$ cat config.mk
export PLATFORM = sky130hd
export DESIGN_NAME = arcp_ctrl
export DESIGN_NICKNAME = d
export VERILOG_FILES = /design/src/design/arcp_pkg.sv /design/src/design/arcp_ctrl.sv
export SDC_FILE = /design/constraint.sdc
export NUM_CORES = 1
export LEC_CHECK = 0
export BUFFER_PORTS_ARGS = -buffer_cell sky130_fd_sc_hd__buf_2
export CORE_MARGIN = 2
export CORE_UTILIZATION = 35
export CTS_CLUSTER_SIZE = 8
export DETAILED_ROUTE_END_ITERATION = 8
export HOLD_SLACK_MARGIN = 0.03
export SLEW_MARGIN = 20
export SYNTH_ARGS = -nofsm -noshare
export SYNTH_HDL_FRONTEND = slang
export SYNTH_SLANG_ARGS = --single-unit
$ cat constraint.sdc
create_clock -name clk_i -period 1.55 [get_ports clk_i]
set_input_delay 0.2325 -clock clk_i [delete_from_list [all_inputs] [get_ports clk_i]]
set_output_delay 0.2325 -clock clk_i [all_outputs]
set_load 0.01 [all_outputs]
$ cat src/design/arcp_pkg.sv
`timescale 1ns / 1ps
// ----------------------------------------------------------------------------
// arcp_pkg
// Shared types and constants for the adaptive replacement policy directory.
// ----------------------------------------------------------------------------
package arcp_pkg;

  localparam int unsigned MaxEntriesDef = 64;
  localparam int unsigned KeyBitsDef    = 32;
  localparam int unsigned CapW          = 7;
  localparam logic [CapW-1:0] CapResetVal = 7'd64;
  localparam int unsigned KindW         = 3;
  localparam int unsigned TargetW       = 7;
  localparam int unsigned OutTdataW     = 16;

  // list membership code of one directory slot
  typedef enum logic [2:0] {
    L_EMPTY   = 3'd0,
    L_RECENT  = 3'd1,
    L_FREQ    = 3'd2,
    L_RGHOST  = 3'd3,
    L_FGHOST  = 3'd4
  } list_e;

  // datapath operations
  typedef enum logic [3:0] {
    OP_CLEAR,
    OP_LOOKUP,
    OP_FIND,
    OP_DIV,
    OP_MV_HIT,
    OP_MV_EVICT,
    OP_MV_TRIM,
    OP_MV_INST
  } op_e;

  typedef struct packed {
    logic start;
    op_e  op;
  } cmd_t;

  typedef struct packed {
    logic  done;
    list_e kind;
    logic  cap_full;
    logic  ev_ok;
    logic  trim_need;
    logic  inst_ok;
  } sts_t;

  typedef enum logic [4:0] {
    ST_CLR,
    ST_CLR_W,
    ST_IDLE,
    ST_LOOK_W,
    ST_DISP,
    ST_HIT_W,
    ST_DIV_W,
    ST_EVF,
    ST_EVF_W,
    ST_EVM,
    ST_EVM_W,
    ST_TRF,
    ST_TRF_W,
    ST_TRM,
    ST_TRM_W,
    ST_INF,
    ST_INF_W,
    ST_INM,
    ST_INM_W,
    ST_OUT
  } state_e;

endpackage

$ cat src/design/arcp_ctrl.sv
`timescale 1ns / 1ps
// ----------------------------------------------------------------------------
// arcp_ctrl
// Sequencer: orders lookup, target update, eviction, ghost trim and install.
// ----------------------------------------------------------------------------
module arcp_ctrl
  import arcp_pkg::*;
(
  input  logic clk_i,
  input  logic rst_ni,
  input  logic in_valid_i,
  output logic in_ready_o,
  input  logic out_free_i,
  output logic emit_o,
  output cmd_t cmd_o,
  input  sts_t sts_i
);

  state_e state_q, state_d;

  always_ff @(posedge clk_i or negedge rst_ni) begin
    if (!rst_ni) begin
      state_q <= ST_CLR;
    end else begin
      state_q <= state_d;
    end
  end

  always_comb begin
    state_d    = state_q;
    cmd_o      = '{start: 1'b0, op: OP_FIND};
    in_ready_o = 1'b0;
    emit_o     = 1'b0;
    case (state_q)
      ST_CLR: begin
        cmd_o   = '{start: 1'b1, op: OP_CLEAR};
        state_d = ST_CLR_W;
      end
      ST_CLR_W: if (sts_i.done) state_d = ST_IDLE;
      ST_IDLE: begin
        in_ready_o = 1'b1;
        if (in_valid_i) begin
          cmd_o   = '{start: 1'b1, op: OP_LOOKUP};
          state_d = ST_LOOK_W;
        end
      end
      ST_LOOK_W: if (sts_i.done) state_d = ST_DISP;
      ST_DISP: begin
        if (sts_i.kind == L_RECENT || sts_i.kind == L_FREQ) begin
          cmd_o   = '{start: 1'b1, op: OP_MV_HIT};
          state_d = ST_HIT_W;
        end else if (sts_i.kind == L_RGHOST || sts_i.kind == L_FGHOST) begin
          cmd_o   = '{start: 1'b1, op: OP_DIV};
          state_d = ST_DIV_W;
        end else if (sts_i.cap_full) begin
          state_d = ST_EVF;
        end else begin
          state_d = ST_INF;
        end
      end
      ST_HIT_W: if (sts_i.done) state_d = ST_OUT;
      ST_DIV_W: if (sts_i.done) state_d = ST_EVF;
      ST_EVF: begin
        cmd_o   = '{start: 1'b1, op: OP_FIND};
        state_d = ST_EVF_W;
      end
      ST_EVF_W: if (sts_i.done) state_d = ST_EVM;
      ST_EVM: begin
        if (sts_i.ev_ok) begin
          cmd_o   = '{start: 1'b1, op: OP_MV_EVICT};
          state_d = ST_EVM_W;
        end else begin
          state_d = ST_TRF;
        end
      end
      ST_EVM_W: if (sts_i.done) state_d = ST_TRF;
      ST_TRF: begin
        cmd_o   = '{start: 1'b1, op: OP_FIND};
        state_d = ST_TRF_W;
      end
      ST_TRF_W: if (sts_i.done) state_d = ST_TRM;
      ST_TRM: begin
        if (sts_i.trim_need) begin
          cmd_o   = '{start: 1'b1, op: OP_MV_TRIM};
          state_d = ST_TRM_W;
        end else begin
          state_d = ST_INF;
        end
      end
      ST_TRM_W: if (sts_i.done) state_d = ST_TRF;
      ST_INF: begin
        cmd_o   = '{start: 1'b1, op: OP_FIND};
        state_d = ST_INF_W;
      end
      ST_INF_W: if (sts_i.done) state_d = ST_INM;
      ST_INM: begin
        if (sts_i.inst_ok) begin
          cmd_o   = '{start: 1'b1, op: OP_MV_INST};
          state_d = ST_INM_W;
        end else begin
          state_d = ST_OUT;
        end
      end
      ST_INM_W: if (sts_i.done) state_d = ST_OUT;
      ST_OUT: begin
        if (out_free_i) begin
          emit_o  = 1'b1;
          state_d = ST_IDLE;
        end
      end
      default: state_d = ST_CLR;
    endcase
  end

endmodule

## Word level (Yosys, flattened, before mapping)

Index checks and enable logic that the tools add are counted.

- Multiplexer cells: 27
- Eq/ne operators: 33
- Reductions and logical operators: 7

Operator list:

| kind | count |
|---|---|
| one-hot mux 5 bit (18 select lines) | 1 |
| two-way mux 5 bit | 16 |
| equality test 5 x 4 -> 1 bit, second input constant | 8 |
| one-hot mux 5 bit (7 select lines) | 1 |
| equality test 5 x 3 -> 1 bit, second input constant | 4 |
| equality test 5 bit, second input constant | 4 |
| inequality test 2 bit, second input constant | 8 |
| two-way mux 4 bit | 3 |
| equality test 5 x 2 -> 1 bit, second input constant | 2 |
| AND reduction 10 bit | 1 |
| equality test 3 x 2 -> 1 bit, second input constant | 2 |
| two-way mux 1 bit | 6 |
| equality test 5 x 1 -> 1 bit, second input constant | 1 |
| zero test 5 bit | 1 |
| inequality test 2 x 1 -> 1 bit, second input constant | 2 |
| OR reduction 2 bit | 2 |
| equality test 3 x 1 -> 1 bit, second input constant | 1 |
| equality test 3 bit, second input constant | 1 |
| OR reduction 3 bit | 1 |
| logical OR 1 bit | 2 |

- Bits of input ports: 12
- Output and inout bits: 7
- Logic and storage cells: 68
- Bits in registers: 5

## Depth between registers and ports, before layout

- Word-level depth: 5
- Mapped depth: 6
- Gate-level depth less buffers: 4

## Least setup slack after synthesis

No wires, ideal clock.

- Kind: register to output
- Start point: register state_q[0]
- End point: output port cmd_o[4] (netlist name)
- Data required time: 1.317 ns
- Slack: -0.194 ns
- Stages on the path, launching flop included: 6
- Arrival time: 1.512 ns
- Path buffers: 1
- Cells stage by stage: dfrtp_1 -> buf_2 -> inv_1 -> and4_1 -> a221o_1 -> a311o_1

RTL lines:

| what | line | text |
|---|---|---|
| from (decl) | arcp_ctrl.sv:19 | `state_e state_q, state_d;` |
| from (signal assigned) | arcp_ctrl.sv:25 | `state_q <= state_d;` |
| to (decl) | arcp_ctrl.sv:15 | `output cmd_t cmd_o,` |

==> run metrics <==
post-route DRC violation count=0; DR vias/cell=5.45; Compound-Gate Fraction of Synth Area=31.7%; worst skew pair latency=0.24 ns; Leak=approximately 0.00052 uW; clock buffer depth=2; number of global-route vias before repair=917; Post-Synth Simple-Gate Area=32.1%; Hold Path Class=input port to flip-flop; core box area=1940 um2; Tot GR Track Use=21.3%; Rows=16; top_reg_cell synth=dfrtp_1; DRT antenna net count=0; fillers=168; Critical Path Start=state_q[4]$_DFFE_PN0P_; largest delay contributor family on the critical path=compound AO/OA/AOI/OAI gates; final WL=about 2400 um; Die Area=2430 um2; via count=888; Root Buffer=clkbuf_4; failing checks=negative setup slack; Synth cell types=51; outcome=finished, violations left; Worst EP required=roughly 1.3 ns; largest family of logic cells by synthesized area=simple AND/OR/NAND/NOR gates; Iteration-0 DRC Markers=24; Clock transition at path regs=0.04 ns; WS Path Type=flip-flop to primary output; CTS tree=yes; adder-cell share of the synthesized area=0%; Die Ht=49.3 um; port bufs=17; hold worst-path end=state_q[3]$_DFFE_PN0P_; width of the chip=slightly below 50 um; GR Overflow Total=0; Reg-to-Reg End=state_q[1]$_DFFE_PN0P_; Synth area leader=dfrtp_1; Post-Syn Nets=between 100 and 150; most frequent cells after synthesis=7 x buf_2, 7 x nor2_1, 5 x dfrtp_1; Hold Startpoint=sts_i[3]; pre-CTS setup slack=-0.189 ns; CTS buffer count=3; Initial Utilization=37.0%; Routed WL per cell=14.9 um; Clock Sinks=5; ranking of synthesized cells by area=dfrtp_1 17%, buf_2 4.9%, nor2_1 3.7%; WP buf/inv=2; Synth Area in XOR/XNOR=under 10%; Regs by FF count=state_q x5; largest register by flop count=state_q; setup TNS=-2.24 ns; post-synthesis mux area share=5.05%; Yosys top cell area share=17.4%; Worst IR Drop VDD=1160 uV; flops & latches, synth=5; I/O Pins=19; Power Density=2170 nW/um2; H-tree levels=1; crit path launch type=flip-flop; Synth-to-Final Area Change=67.2%; register area=130 um2; Max Freq=518 MHz; initial antenna violation count=0; reg2reg path depth=7; max incr delay on CP=0.44 ns; Async S/R FF share, synth=100%; RR Startpoint=state_q[3]$_DFFE_PN0P_; final worst path period need=between 1.5 and 2 ns; RSZ-0062 raised after global routing=yes; share of cells above drive strength 1=57.4%; sequential fraction of the synthesis area=around 17%; Post-Synthesis Cells=91; dpl hpwl=1680 um; GP Congestion=~0.85; Final period util=125%; CP max-delay cell=dfrtp_2; largest net degree at the start of global routing=11; max cap viols=0; Worst Setup End Kind=primary output; antenna cells=0; reg-to-reg slack, setup=-0.28 ns; Post-synth EDFFs=0; final net count=149; Total Power=between 2000 and 3000 uW; hold path cells=2; TritonRoute pass-1 iters=4; area occupied by multi-input gates=around 600 um2; Worst Path Arrival=1.70 ns; setup violators final=8; Synth warnings=0; Final Slew Violations=0; Crit Path Max Fanout=7; Syn Area/Cell=7.89 um2; Largest register FFs=5; CP cell instances=buf_6, nand3b_1, a211oi_2, a221o_1, a311o_1, buf_2; first-pass GRT wire length=4110 um; setup ws final=-0.380 ns; Clock Skews=between 0.0006 and 0.0007 ns; final hold violations=0; Cell Area, Synth=718 um2
-- repair_timing --
| action | in CTS | in global routing |
|---|---|---|
| hold buffers | 1 | 0 |
| cloned | 0 | 0 |
| resized for setup | 15 | 11 |
| buffers inserted | 6 | 2 |
| endpoints found under the setup margin | 9 | 9 |
| pin swaps | 5 | 1 |
| hold endpoints to repair | 5 | 0 |
-- power breakdown --
| group | switching [uW] | leakage (uW) | internal [uW] | total (uW) |
|---|---|---|---|---|
| clock | 51.4 | 0.0000150 | 97.2 | 149 |
| combinational | 965 | 0.000452 | 1160 | 2130 |
| sequential | 116 | 0.0000568 | 210 | 326 |
-- area by class of cell --
class                      count  area share, %
tap                           27           2.81
inverter                       3          0.938
sequential                     5           10.8
timing repair buffer          52           31.9
multi-input combinational     72           51.4
clock buffer                   4           2.19
-- kinds of logic (layout without fill, tap and decap cells) --
logic type	Yosys count	count (layout)
multiplexers	3	3
XOR/XNOR	3	3
buffers and inverters	14	59
AO/OA/AOI/OAI	28	28
other	1	1
AND/OR/NAND/NOR	37	37
flip-flops	5	5
-- layout by cell type (no fill, tap or decap), types with 2 or more instances in the layout --
cell,synthesis,final
o21ai_0,4,3
nand3b_1,3,3
nand2b_1,3,2
buf_4,2,27
clkbuf_4,0,3
nand3_1,2,2
a21oi_1,3,3
a21o_1,3,3
nor2_1,7,7
buf_6,0,8
nand2_1,4,4
buf_2,7,16
dfrtp_2,0,4
a211oi_2,1,2
o32ai_2,1,2
nor3b_1,2,2
xnor2_1,2,2
inv_1,3,3
nor3_1,2,2
-- stage by stage --
step / std cells / hold WS, ns / cell area, um2 / utilization (%)
after detailed placement: 150 / 0.0514 / 985 / 50.7
final: 163 / 0.203 / 1200 / 61.9
after global placement: 150 / 0.0501 / 985 / 50.7
after global routing: 163 / 0.193 / 1200 / 61.9
after CTS: 161 / 0.197 / 1130 / 58.3
after floorplan: 91 / -0.0631 / 741 / -
-- layer usage --
layer  track usage (%)  wire length (um)
met1              27.5              1060
met2              35.4              1250
met3              2.15               100
met4              10.0                10
met5                 0                 0
-- worst max path at each step --
stage | endpoint | slack (ns) | depth (start not counted)
floorplan | cmd_o[1] | -0.11 | 5
finish | cmd_o[4] | -0.38 | 6
detailed placement | cmd_o[4] | -0.19 | 6
global route | cmd_o[1] | -0.46 | 5
global placement | cmd_o[4] | -0.18 | 6
CTS | cmd_o[1] | -0.38 | 5
No activity file was read; power rests on OpenSTA's default activity.
